$ cat config.mk
export PLATFORM = sky130hd
export DESIGN_NAME = mqfm_ctrl
export DESIGN_NICKNAME = d
export VERILOG_FILES = /design/src/rtl/mqfm_pkg.sv /design/src/rtl/mqfm_ctrl.sv
export SDC_FILE = /design/constraint.sdc
export NUM_CORES = 1
export LEC_CHECK = 0
export BUFFER_PORTS_ARGS = -buffer_cell sky130_fd_sc_hd__buf_4
export CAP_MARGIN = 25
export CORE_UTILIZATION = 58
export DETAILED_ROUTE_END_ITERATION = 7
export PLACE_DENSITY = 0.83
export SLEW_MARGIN = 20
export SYNTH_ARGS = -nofsm -noshare
export SYNTH_HDL_FRONTEND = slang
export SYNTH_SLANG_ARGS = --single-unit
$ cat constraint.sdc
create_clock -name clk -period 8.8 [get_ports clk]
set_input_delay 0.44 -clock clk [delete_from_list [all_inputs] [get_ports clk]]
set_output_delay 0.44 -clock clk [all_outputs]
set_load 0.05 [all_outputs]
$ cat src/rtl/mqfm_pkg.sv
// Package: operation and status codes, field widths and the result record.
`timescale 1ns / 1ps

package mqfm_pkg;

  localparam int OP_W     = 3;
  localparam int SEL_W    = 4;
  localparam int DATA_W   = 32;
  localparam int CAP_W    = 12;
  localparam int STATUS_W = 3;
  localparam int FILL_W   = 11;

  typedef enum logic [OP_W-1:0] {
    OP_CREATE  = 3'd0,
    OP_DESTROY = 3'd1,
    OP_PUSH    = 3'd2,
    OP_POP     = 3'd3,
    OP_DROP    = 3'd4,
    OP_CLEAN   = 3'd5
  } op_t;

  typedef enum logic [STATUS_W-1:0] {
    ST_OK        = 3'd0,
    ST_FULL      = 3'd1,
    ST_EMPTY     = 3'd2,
    ST_BAD_ID    = 3'd3,
    ST_NOT_OPEN  = 3'd4,
    ST_NONE_FREE = 3'd5
  } status_t;

  typedef struct packed {
    logic              done;
    status_t           status;
    logic [SEL_W-1:0]  queue;
    logic [FILL_W-1:0] fill;
    logic              pop;
  } result_t;

endpackage

$ cat src/rtl/mqfm_ctrl.sv
// Queue descriptor table, request decode and result register.
`timescale 1ns / 1ps

module mqfm_ctrl #(
  parameter int NUM_QUEUES = 8,
  parameter int MAX_DEPTH  = 1024,
  parameter int AW         = 13
) (
  input  logic                          clk,
  input  logic                          rst,
  input  logic                          accept,
  input  logic [mqfm_pkg::OP_W-1:0]     operation,
  input  logic [mqfm_pkg::SEL_W-1:0]    queue_sel,
  input  logic [mqfm_pkg::CAP_W-1:0]    capacity,
  output logic                          mem_we,
  output logic [AW-1:0]                 mem_waddr,
  output logic                          mem_re,
  output logic [AW-1:0]                 mem_raddr,
  output mqfm_pkg::result_t             res
);

  localparam int QW = (NUM_QUEUES > 1) ? $clog2(NUM_QUEUES) : 1;
  localparam int PW = $clog2(MAX_DEPTH);
  localparam int CW = $clog2(MAX_DEPTH + 1);

  logic          open_q [0:NUM_QUEUES-1];
  logic [CW-1:0] cap_q  [0:NUM_QUEUES-1];
  logic [PW-1:0] head_q [0:NUM_QUEUES-1];
  logic [PW-1:0] tail_q [0:NUM_QUEUES-1];
  logic [CW-1:0] cnt_q  [0:NUM_QUEUES-1];

  mqfm_pkg::op_t     op;
  mqfm_pkg::status_t st_next;
  logic                       sel_ok;
  logic [QW-1:0]              sel_idx;
  logic                       sel_open;
  logic [CW-1:0]              sel_cap;
  logic [PW-1:0]              sel_head;
  logic [PW-1:0]              sel_tail;
  logic [CW-1:0]              sel_cnt;
  logic [CW-1:0]              head_inc;
  logic [CW-1:0]              tail_inc;
  logic [PW-1:0]              head_adv;
  logic [PW-1:0]              tail_adv;
  logic                       free_found;
  logic [QW-1:0]              free_idx;
  logic [CW-1:0]              cap_clamp;
  logic [mqfm_pkg::SEL_W-1:0] rq_next;
  logic [CW-1:0]              fill_next;
  logic                       pop_next;
  logic                       we_next;
  logic                       re_next;
  logic                       upd_en;
  logic [QW-1:0]              upd_idx;
  logic                       open_n;
  logic [CW-1:0]              cap_n;
  logic [PW-1:0]              head_n;
  logic [PW-1:0]              tail_n;
  logic [CW-1:0]              cnt_n;

  assign op      = mqfm_pkg::op_t'(operation);
  assign sel_ok  = {1'b0, queue_sel} < (mqfm_pkg::SEL_W + 1)'(NUM_QUEUES);
  assign sel_idx = QW'(queue_sel);

  assign sel_open = open_q[sel_idx];
  assign sel_cap  = cap_q[sel_idx];
  assign sel_head = head_q[sel_idx];
  assign sel_tail = tail_q[sel_idx];
  assign sel_cnt  = cnt_q[sel_idx];

  assign head_inc = CW'(sel_head) + CW'(1);
  assign tail_inc = CW'(sel_tail) + CW'(1);
  assign head_adv = (head_inc >= sel_cap) ? '0 : head_inc[PW-1:0];
  assign tail_adv = (tail_inc >= sel_cap) ? '0 : tail_inc[PW-1:0];

  assign cap_clamp = ({1'b0, capacity} > (mqfm_pkg::CAP_W + 1)'(MAX_DEPTH)) ?
                     CW'(MAX_DEPTH) : CW'(capacity);

  assign mem_waddr = AW'(sel_idx) * AW'(MAX_DEPTH) + AW'(sel_tail);
  assign mem_raddr = AW'(sel_idx) * AW'(MAX_DEPTH) + AW'(sel_head);
  assign mem_we    = accept & we_next;
  assign mem_re    = accept & re_next;

  always_comb begin
    free_found = 1'b0;
    free_idx   = '0;
    for (int q = NUM_QUEUES - 1; q >= 0; q--) begin
      if (!open_q[q]) begin
        free_found = 1'b1;
        free_idx   = QW'(q);
      end
    end
  end

  always_comb begin
    st_next   = mqfm_pkg::ST_OK;
    rq_next   = queue_sel;
    fill_next = '0;
    pop_next  = 1'b0;
    we_next   = 1'b0;
    re_next   = 1'b0;
    upd_en    = 1'b0;
    upd_idx   = sel_idx;
    open_n    = sel_open;
    cap_n     = sel_cap;
    head_n    = sel_head;
    tail_n    = sel_tail;
    cnt_n     = sel_cnt;
    unique case (op) inside
      mqfm_pkg::OP_CREATE: begin
        rq_next = '0;
        if (!free_found) begin
          st_next = mqfm_pkg::ST_NONE_FREE;
        end else if (capacity == '0) begin
          st_next = mqfm_pkg::ST_BAD_ID;
        end else begin
          upd_en  = 1'b1;
          upd_idx = free_idx;
          open_n  = 1'b1;
          cap_n   = cap_clamp;
          head_n  = '0;
          tail_n  = '0;
          cnt_n   = '0;
          rq_next = mqfm_pkg::SEL_W'(free_idx);
        end
      end
      mqfm_pkg::OP_DESTROY, mqfm_pkg::OP_PUSH, mqfm_pkg::OP_POP,
      mqfm_pkg::OP_DROP, mqfm_pkg::OP_CLEAN: begin
        if (!sel_ok) begin
          st_next = mqfm_pkg::ST_BAD_ID;
        end else if (!sel_open) begin
          st_next = mqfm_pkg::ST_NOT_OPEN;
        end else begin
          unique case (op) inside
            mqfm_pkg::OP_DESTROY: begin
              upd_en = 1'b1;
              open_n = 1'b0;
              head_n = '0;
              tail_n = '0;
              cnt_n  = '0;
            end
            mqfm_pkg::OP_PUSH: begin
              if (sel_cnt >= sel_cap) begin
                st_next   = mqfm_pkg::ST_FULL;
                fill_next = sel_cnt;
              end else begin
                we_next   = 1'b1;
                upd_en    = 1'b1;
                tail_n    = tail_adv;
                cnt_n     = sel_cnt + CW'(1);
                fill_next = sel_cnt + CW'(1);
              end
            end
            mqfm_pkg::OP_POP, mqfm_pkg::OP_DROP: begin
              if (sel_cnt == '0) begin
                st_next = mqfm_pkg::ST_EMPTY;
              end else begin
                upd_en    = 1'b1;
                head_n    = head_adv;
                cnt_n     = sel_cnt - CW'(1);
                fill_next = sel_cnt - CW'(1);
                re_next   = (op == mqfm_pkg::OP_POP);
                pop_next  = (op == mqfm_pkg::OP_POP);
              end
            end
            mqfm_pkg::OP_CLEAN: begin
              upd_en = 1'b1;
              head_n = sel_tail;
              cnt_n  = '0;
            end
            default: begin
              st_next = mqfm_pkg::ST_BAD_ID;
            end
          endcase
        end
      end
      default: begin
        st_next = mqfm_pkg::ST_BAD_ID;
      end
    endcase
  end

  always_ff @(posedge clk) begin
    if (rst) begin
      for (int q = 0; q < NUM_QUEUES; q++) begin
        open_q[q] <= 1'b0;
        cap_q[q]  <= '0;
        head_q[q] <= '0;
        tail_q[q] <= '0;
        cnt_q[q]  <= '0;
      end
    end else if (accept && upd_en) begin
      open_q[upd_idx] <= open_n;
      cap_q[upd_idx]  <= cap_n;
      head_q[upd_idx] <= head_n;
      tail_q[upd_idx] <= tail_n;
      cnt_q[upd_idx]  <= cnt_n;
    end
  end

  always_ff @(posedge clk) begin
    if (rst) begin
      res.done <= 1'b0;
    end else begin
      res.done <= accept;
    end
    if (accept) begin
      res.status <= st_next;
      res.queue  <= rq_next;
      res.fill   <= mqfm_pkg::FILL_W'(fill_next);
      res.pop    <= pop_next;
    end
  end

`ifndef SYNTH
  for (genvar gq = 0; gq < NUM_QUEUES; gq++) begin : g_chk
    a_cnt_cap : assert property (@(posedge clk) disable iff (rst)
      cnt_q[gq] <= cap_q[gq])
      else $error("queue count above its capacity");
    a_closed_idle : assert property (@(posedge clk) disable iff (rst)
      !open_q[gq] |-> (cnt_q[gq] == '0 && head_q[gq] == '0 && tail_q[gq] == '0))
      else $error("closed queue holds entries or pointers");
    a_ptr_range : assert property (@(posedge clk) disable iff (rst)
      open_q[gq] |-> (CW'(head_q[gq]) < cap_q[gq] && CW'(tail_q[gq]) < cap_q[gq]))
      else $error("queue pointer outside its ring");
  end

  a_one_port : assert property (@(posedge clk) disable iff (rst)
    !(mem_we && mem_re))
    else $error("store written and read by one request");

  a_pop_ok : assert property (@(posedge clk) disable iff (rst)
    mem_re |=> (res.done && res.pop && res.status == mqfm_pkg::ST_OK))
    else $error("store read without a successful pop result");
`endif

endmodule

==> impl_metrics.yaml, run 1 <==
clocking:
  cts.clk_slew.worst_paths_ns: 0.06
  root_buffer: "clkbuf_16"
  numCtsBuffers: 39
  cts_hold_buf: 0
  cts_max_level: 2
  clockBufferDepth: 3
  clk_latency_ns: 0.55
  cts.sinks: 364
  cts_resized: 0
  tritoncts: "built"
  post_cts_buffers: 0
timing:
  hold_viol_final: 0
  slew_headroom_pct: 27.2
  timing.final.crit_share_pct: 74.5
  fmax_mhz: 153
  worst_pin_slew_ns: 1.08
  rsz0062_at_grt: "no"
  finalMaxSlewViolations: 0
  setup_viol: 0
  hold-worst-slack_ns: 0.222
  clock_skew_ns: 0.0162
  fin_setup_tns_ns: 0
  fin_crit_ns: 6.55
place:
  gp_congestion: 1.06
  place_area_um2: 19500
  port_buffers: 69
  place_hpwl_mm: 32.1
worst_hold_path:
  hp-class: "input pin to register"
  min_from: "rst"
floorplanning:
  num_io_pins: 70
  core_um2: 31700
  num_rows: 65
  dieArea_um2: 33100
  start_util_pct: 59.2
  die_w_um: 182
  die_y_um: 182
cells_and_area:
  num_antenna_cells: 0
  stdcell_area_um2: 20600
  drive_above_1_share_pct: 18.8
  nets: 1553
  fillerInstances: 2251
  syn2layout_area_growth_pct: 9.92
yosys:
  yosysTopAreaCellShare_pct: 58.0
  yosysMostFrequentCell: "nor2_1"
  synth_top_flop_cell: "edfxtp_1"
  syn_nets: 1505
  synth_top_family_by_area: "simple AND/OR/NAND/NOR gates"
  synth.area.top_cells: "edfxtp_1 58%, nor2_1 7.3%, mux4_2 7.2%"
  synthXorXnorAreaFrac_pct: 0.839
  synth_seq_cells: 364
  ys_types: 99
  yosysSeqAreaShare_pct: 58.1
  synth_compound_area_share_pct: 7.05
  synth_fa_ha_area_share_pct: 2.53
  yosys_warnings: 0
  synth_edf_count: 363
  yosysTopAreaCell: "edfxtp_1"
  synth-simple-area-share_pct: 14.7
  async_reset_ff_share_pct: 0
  syn_inst: 1445
  syn_area_per_cell_um2: 13.0
  synth_common_cells: "366 x nor2_1, 363 x edfxtp_1, 60 x mux4_2"
  syn_area_um2: 18800
  synth_mux_area_share_pct: 13.1
worst_setup_path:
  cp-start-kind: "input pin"
  cp.required_ns: 8.98
  cpMaxStageDelayCell: "nand2_2"
  critPathKind: "input pin to register"
  cp_common_cell: "buf_4"
  worstSetupEndpointType: "register"
  startpoint: "queue_sel[0]"
  path_cells: "buf_4 > buf_4 > mux4_1 > nand2b_1 > nand2_1 > ha_1 > a21oi_1 > nor4b_1 > o311ai_0 > a21oi_1 > o21ai_0 > a31oi_1 > nand2_2 > nand2b_2 > buf_4"
  max_stage_delay_ns: 0.68
  r2r_start: "cnt_q[7][10]$_SDFFCE_PN0P_"
  worstPathArrival_ns: 6.73
  critPathMaxFanout: 39
global_routing:
  gr-total-overflow: 0
  grt_pass1_vias: 12773
  track_usage_pct: 31.8
  grt_max_degree: 62
  grt_pass1_wl_mm: 77.9
  antenna_found_initial: 0
pwr:
  vdd_ir_drop_max_uv: 162
  p_per_area_nw_per_um2: 201
  p_leak_uw: 0.00739
routing:
  drt-pass1-iter-count: 8
  drt_iter0_drc: 2125
  num_vias: 13386
  routed_via_density: 6.97
  wl_per_cell_um: 27.1
  drc_errors: 0
  postRouteAntennaNets: 0
  wirelength_mm: 52.1
run:
  cap_violations: 0
run_status:
  status: "finished, final reports clean"
## layer usage
layer  wire [µm]  global-route usage, %  vias to the layer above  part of all wire, %
met5           0                      0                        -                    0
met1       19300                   44.7                     6474                   37
met3        6920                   6.64                      166                   13
met4        1910                   11.1                        0                  3.7
li1            -                      -                     5595                    -
met2       23900                   49.7                     1151                   46
## worst paths after layout
path	end	cells after the start	slack, ns
max	cnt_q[1][7]$_SDFFCE_PN0P_	15	2.25
min	res[19]$_SDFF_PP0_	2	0.22
max reg2reg	cnt_q[1][7]$_SDFFCE_PN0P_	13	2.59
min reg2reg	res[12]$_DFFE_PP_	2	0.86
## flip-flops by register name, indices dropped and copies added (netlist names)
| register | cells |
|---|---|
| res | 20 |
| open_q | 8 |
| cnt_q | 88 |
| cap_q | 88 |
| tail_q | 80 |
| head_q | 80 |
## kinds of logic (layout without fill, tap and decap cells)
kind of cell / count (synthesis) / count (layout)
buffers and inverters: 114 / 188
AOI/OAI and AO/OA: 178 / 178
xor gates and xnor gates: 18 / 18
adders and majority gates: 38 / 38
and+or+nand+nor: 603 / 603
muxes: 130 / 130
DFF: 364 / 364
## metrics by stage
stage | utilization [%] | instances | setup WS [ns] | total power [µW]
floorplan | - | 1445 | 2.93 | 2440
global placement | 61.3 | 1851 | 1.92 | 2610
detailed placement | 61.3 | 1853 | 1.70 | 2620
CTS | 65.1 | 1920 | 2.33 | 4130
global route | 65.1 | 1921 | 1.84 | 4260
finish | 65.1 | 1921 | 2.25 | 4150
## worst max-delay path, delay by kind of cell
family	cells	cell delay (ns)
simple gates	5	2.00
buf+inv	3	1.65
compound gates	5	1.62
mux	1	0.64
fa+ha+maj	1	0.27
## area by class of cell
class / count / area (µm²) / area share (%)
flip-flops and latches: 364 / 10900 / 52.9
multi-input cells: 967 / 7220 / 35.0
clock buffers: 51 / 1030 / 4.99
repair buffers: 98 / 737 / 3.57
well taps: 402 / 503 / 2.44
clock inverters: 16 / 145 / 0.703
inverters: 23 / 86.3 / 0.418
## cell usage in the layout, fill, tap and decap left out, drive strengths merged, types with 7 or more instances in the layout
| cell type | n |
|---|---|
| nor2 | 366 |
| edfxtp | 363 |
| buf | 98 |
| mux4 | 81 |
| nor3 | 57 |
| nand2 | 56 |
| clkbuf | 51 |
| ha | 38 |
| a21oi | 38 |
| mux2i | 33 |
| inv | 26 |
| nand3 | 21 |
| o21ai | 20 |
| nand2b | 20 |
| a31oi | 19 |
| xnor2 | 17 |
| mux2 | 16 |
| nor4 | 14 |
| a211oi | 13 |
| a21o | 12 |
| nor2b | 11 |
| and2 | 10 |
| and3 | 9 |
| clkinv | 9 |
| o22ai | 8 |
| o211ai | 8 |
| nand4 | 7 |
| a2111oi | 7 |
## power by group
group	total, µW	internal, µW	switching [µW]
Clock	1540	865	678
Combinational	618	195	423
Sequential	1990	1970	22.3
Note: power is estimated with default switching activity, not from simulation.
==> run 2: changes to the inputs <==
clock period = 6.2 ns   (was 8.8 ns; I/O delays follow)
==> impl_metrics.yaml, run 2 (synthesis results as in run 1) <==
timing:
  finalMaxSlewViolations: 0
  slew_headroom_pct: 20.7
  rsz0062_at_grt: "no"
  hold_viol_final: 0
  fmax_mhz: 203
  fin_crit_ns: 4.92
  hold-worst-slack_ns: 0.0707
  clock_skew_ns: 0.0229
  fin_setup_tns_ns: 0
  setup_viol: 0
  worst_pin_slew_ns: 1.19
  timing.final.crit_share_pct: 79.4
global_routing:
  grt_pass1_vias: 12940
  grt_pass1_wl_mm: 76.9
  track_usage_pct: 31.3
  grt_max_degree: 51
  antenna_found_initial: 2
  gr-total-overflow: 0
routing:
  drc_errors: 0
  wirelength_mm: 50.8
  drt_iter0_drc: 1654
  postRouteAntennaNets: 0
  wl_per_cell_um: 26.2
  num_vias: 13134
  drt-pass1-iter-count: 6
  routed_via_density: 6.77
floorplanning:
  num_rows: 65
  core_um2: 31700
  dieArea_um2: 33100
  die_y_um: 182
  start_util_pct: 59.2
  die_w_um: 182
  num_io_pins: 70
worst_setup_path:
  r2r-end: "head_q[5][4]$_SDFFCE_PN0P_"
  cp-start-kind: "input pin"
  worstPathArrival_ns: 5.29
  max_stage_delay_ns: 0.55
  worstSetupEndpointType: "register"
  cp_common_cell: "nor2_1"
  r2r_start: "head_q[3][0]$_SDFFCE_PN0P_"
  critPathKind: "input pin to register"
  cp.required_ns: 6.57
  cpMaxStageDelayCell: "mux4_2"
  path_cells: "buf_4 > buf_12 > mux4_2 > mux2i_1 > nor2_1 > and3b_4 > xor2_1 > ha_1 > a2111oi_0 > o21ai_0 > a221oi_1 > o311ai_2 > o311ai_0 > nand3_1 > nor2_1"
  rrSetupSlack_ns: 1.31
  critPathMaxFanout: 36
  ff2ff_path_depth: 14
run_status:
  status: "finished, final reports clean"
pwr:
  p_per_area_nw_per_um2: 281
  p_leak_uw: 0.00750
  vdd_ir_drop_max_uv: 245
clocking:
  cts_max_level: 2
  post_cts_buffers: 0
  clockBufferDepth: 3
  cts_hold_buf: 0
  cts.clk_slew.worst_paths_ns: 0.06
  cts_resized: 0
  numCtsBuffers: 38
  clk_latency_ns: 0.54
  cts.sinks: 364
  tritoncts: "built"
  root_buffer: "clkbuf_16"
cells_and_area:
  nets: 1568
  drive_above_1_share_pct: 19.5
  final_cell_mix: "365 x nor2_1, 363 x edfxtp_1, 106 x buf_4"
  final_common_cell: "nor2_1"
  top_regs: "cap_q: 88 flops, cnt_q: 88 flops"
  syn2layout_area_growth_pct: 11.0
place:
  place_hpwl_mm: 31.6
  port_buffers: 69
  gp_congestion: 1.02
worst_hold_path:
  min_from: "rst"
  hp-class: "input pin to register"
  hold_end: "res[19]$_SDFF_PP0_"
  hold_depth: 2
run:
  cap_violations: 0
==> run 2: worst max path at each step <==
| stage | to | from | depth (start not counted) | slack, ns |
|---|---|---|---|---|
| after floorplan | cap_q[1][0]$_SDFFCE_PN0P_ | queue_sel[0] | 19 | 0.46 |
| after global placement | head_q[0][4]$_SDFFCE_PN0P_ | queue_sel[0] | 15 | 0.89 |
| after CTS | head_q[1][4]$_SDFFCE_PN0P_ | head_q[3][0]$_SDFFCE_PN0P_ | 14 | 1.39 |
| after detailed placement | head_q[1][4]$_SDFFCE_PN0P_ | queue_sel[0] | 15 | 0.90 |
| after global routing | head_q[1][4]$_SDFFCE_PN0P_ | queue_sel[0] | 15 | 0.87 |
| final | head_q[5][4]$_SDFFCE_PN0P_ | queue_sel[0] | 15 | 1.28 |
==> run 2: power by group <==
group	switching, µW	internal, µW	leakage, µW
clock network	928	1230	0.000568
logic	587	290	0.00318
registers	28.3	2790	0.00376
==> run 2: layout make-up <==
cell class              count  area [µm²]
diodes                      1        2.50
inverters                  23        86.3
flip-flops and latches    364       10900
clock buffers              46        1000
clock inverters            22         153
fillers                  2216       10900
repair buffers            114         956
well taps                 402         503
multi-input cells         967        7220
==> run 2: stage by stage <==
stage	total power, µW	std cells	util (%)	worst slack (ns)	area (µm²)
after floorplan	3470	1445	-	0.461	18800
after global placement	3700	1870	62.1	0.886	19700
after detailed placement	3730	1870	62.1	0.900	19700
after CTS	5850	1938	65.7	1.39	20800
after global routing	6020	1939	65.7	0.868	20800
final	5860	1939	65.7	1.28	20800
==> run 2: critical path, delay by kind of cell <==
kind | cells | cell delay [ns]
adders and majority gates | 1 | 0.22
and+or+nand+nor | 4 | 1.00
AOI/OAI and AO/OA | 5 | 1.78
muxes | 2 | 1.07
xor gates and xnor gates | 1 | 0.17
buffers and inverters | 2 | 0.72
==> run 2: metal layers <==
metal	share of wire (%)	track usage [%]	vias to the layer above
met5	0	0	-
met4	3.6	12.6	0
met3	12	5.96	129
met2	47	49.9	899
met1	38	42.7	6470
li1	-	-	5636
==> run 3: changes to the inputs <==
ABC_AREA = 1   (was default)
CORE_UTILIZATION = 57   (was 58)
PLACE_DENSITY = 0.85   (was 0.83)
clock period = 3.9 ns   (was 6.2 ns; I/O delays follow)
==> impl_metrics.yaml, run 3 <==
floorplanning:
  num_rows: 68
  num_io_pins: 70
  die_y_um: 191
  dieArea_um2: 36300
  core_um2: 34800
  die_w_um: 191
  start_util_pct: 58.3
global_routing:
  gr-total-overflow: 0
  grt_max_degree: 56
  track_usage_pct: 35.2
  grt_pass1_wl_mm: 96.3
  grt_pass1_vias: 16949
  antenna_found_initial: 1
yosys:
  syn_inst: 2263
  yosysMostFrequentCell: "nor2_1"
  synth.area.top_cells: "edfxtp_1 54%, nor2_1 9.6%, nand2_1 7.7%"
  yosysTopAreaCellShare_pct: 53.8
  synth_seq_cells: 364
  yosysSeqAreaShare_pct: 53.8
  async_reset_ff_share_pct: 0
  ys_types: 53
  synth_top_flop_cell: "edfxtp_1"
  yosys_warnings: 0
  synth_edf_count: 363
  syn_area_um2: 20300
  syn_nets: 2323
  syn_area_per_cell_um2: 8.96
  yosysTopAreaCell: "edfxtp_1"
  synth_common_cells: "521 x nor2_1, 414 x nand2_1, 363 x edfxtp_1"
timing:
  timing.final.crit_share_pct: 94.6
  clock_skew_ns: 0.0233
  finalMaxSlewViolations: 0
  hold_viol_final: 0
  hold-worst-slack_ns: 0.0264
  setup_viol: 0
  fin_setup_tns_ns: 0
  slew_headroom_pct: 40.2
  worst_pin_slew_ns: 0.895
  fin_crit_ns: 3.69
  fmax_mhz: 271
cells_and_area:
  final_common_cell: "nor2_1"
  top_regs: "cap_q: 88 flops, cnt_q: 88 flops"
  fillerInstances: 2573
  nets: 2460
  final_cell_mix: "517 x nor2_1, 401 x nand2_1, 363 x edfxtp_1"
  fin_util_pct: 67.2
  syn2layout_area_growth_pct: 15.3
  drive_above_1_share_pct: 17.4
worst_setup_path:
  max_stage_delay_ns: 0.33
  cpMaxStageDelayCell: "edfxtp_1"
  path_cells: "nor2_1 > nor2_1 > o21ai_0 > o211ai_1 > o21ai_2 > inv_2 > ha_2 > nand2_1 > nor2_2 > nand4_1 > nand2_1 > inv_1 > ha_1 > nand2_1 > nor4_1 > and3b_1 > nor2_1 > inv_1 > nor2_1 > buf_4 > nand2_1 > nand3_1 > a21oi_4 > nor2_1"
  cp_common_cell: "nor2_1"
  ff2ff_path_depth: 24
  cp_top_family: "simple AND/OR/NAND/NOR gates"
  cp-start-kind: "register"
  cp_num_buf_inv: 4
  cp.depth: 24
  critPathMaxFanout: 8
  worstPathArrival_ns: 3.96
  cp.required_ns: 4.17
  worstSetupEndpointType: "register"
  critPathKind: "register to register"
pwr:
  p_total_uw: 9910
  switching_share_pct: 29.6
  p_int_uw: 6970
  p_comb_share_pct: 20.1
  p_sw_uw: 2940
  clkPwrFrac_pct: 34.7
  vdd_ir_drop_max_uv: 524
  p_per_area_nw_per_um2: 424
  seqPwrFrac_pct: 45.3
  p_leak_uw: 0.00970
clocking:
  clk_latency_ns: 0.54
  root_buffer: "clkbuf_16"
  cts.sinks: 364
  clockBufferDepth: 3
  cts_max_level: 2
  cts.clk_slew.worst_paths_ns: 0.06
  numCtsBuffers: 37
  tritoncts: "built"
worst_hold_path:
  hp-class: "input pin to register"
  hold_depth: 2
place:
  place_hpwl_mm: 40.5
  port_buffers: 69
  gp_congestion: 1.05
routing:
  drc_errors: 0
  num_vias: 17921
  wl_per_cell_um: 21.9
  drt-pass1-iter-count: 8
  routed_via_density: 6.22
  postRouteAntennaNets: 0
  drt_iter0_drc: 2804
  wirelength_mm: 63.3
run_status:
  status: "finished, final reports clean"
run:
  cap_violations: 0
run 3: changes by cell type after synthesis, moves of 78 or more:
cell | before | now
o21ai_0 | 18 | 150
nand2_1 | 52 | 414
nand3_1 | 20 | 98
inv_1 | 20 | 169
nor2_1 | 366 | 521
a21oi_1 | 34 | 130
run 3: power groups by stage:
stage / registers, µW / logic (µW) / clock network, µW
after global routing: 4490 / 2120 / 3570
final: 4480 / 1990 / 3440
after CTS: 4480 / 1890 / 3430
after global placement: 4560 / 1840 / 0
after detailed placement: 4560 / 1880 / 0
after floorplan: 4590 / 1140 / 0
run 3: routing by layer:
layer  track usage (%)  wire, µm  up-vias
met3              7.12      8710      326
met2              54.9     28600     1473
met4              20.4      4060        0
met1              45.7     21900     8218
met5                 0         0        -
li1                  -         -     7904
run 3: final timing paths:
kind | from | end | slack [ns]
hold reg to reg | open_q[0]$_SDFFCE_PN0P_ | res[12]$_DFFE_PP_ | 0.75
setup / recovery | head_q[4][0]$_SDFFCE_PN0P_ | head_q[3][2]$_SDFFCE_PN0P_ | 0.21
hold / removal | rst | res[19]$_SDFF_PP0_ | 0.03
setup reg to reg | head_q[4][0]$_SDFFCE_PN0P_ | head_q[3][2]$_SDFFCE_PN0P_ | 0.21
run 3: layout make-up:
cell class	instances	area [µm²]	area share, %
Sequential cell	364	10900	46.7
Multi-Input combinational cell	1596	7990	34.2
Timing Repair Buffer	220	2070	8.87
Clock buffer	48	977	4.18
Inverter	181	684	2.93
Tap cell	455	569	2.43
Clock inverter	18	168	0.717
Antenna cell	1	2.50	0.0107
run 3: per-stage QoR:
step | std cells | cell area, µm² | setup slack [ns]
2_1_floorplan | 2263 | 20300 | -0.143
3_3_place_gp | 2814 | 22100 | -0.0304
3_5_place_dp | 2814 | 22100 | -0.113
4_1_cts | 2880 | 23200 | 0.0778
5_1_grt | 2883 | 23400 | -0.0336
6_report | 2883 | 23400 | 0.209
run 3: cells by family (layout without fill, tap and decap cells):
| kind of cell | Yosys count | count (layout) | synth area share [%] |
|---|---|---|---|
| simple gates | 1134 | 1134 | 23.9 |
| compound gates | 416 | 416 | 11.9 |
| flops | 364 | 364 | 53.8 |
| buf+inv | 303 | 467 | 7.61 |
| fa+ha+maj | 38 | 38 | 2.34 |
| xor+xnor | 8 | 8 | 0.346 |
| other cells | 0 | 1 | 0 |
run 3: repair_timing:
| action | in CTS | in global routing |
|---|---|---|
| endpoints found under the hold margin | 0 | 0 |
| gates resized for setup | 0 | 33 |
| hold buffers | 0 | 0 |
| buffers inserted | 0 | 1 |
| endpoints found under the setup margin | 0 | 113 |
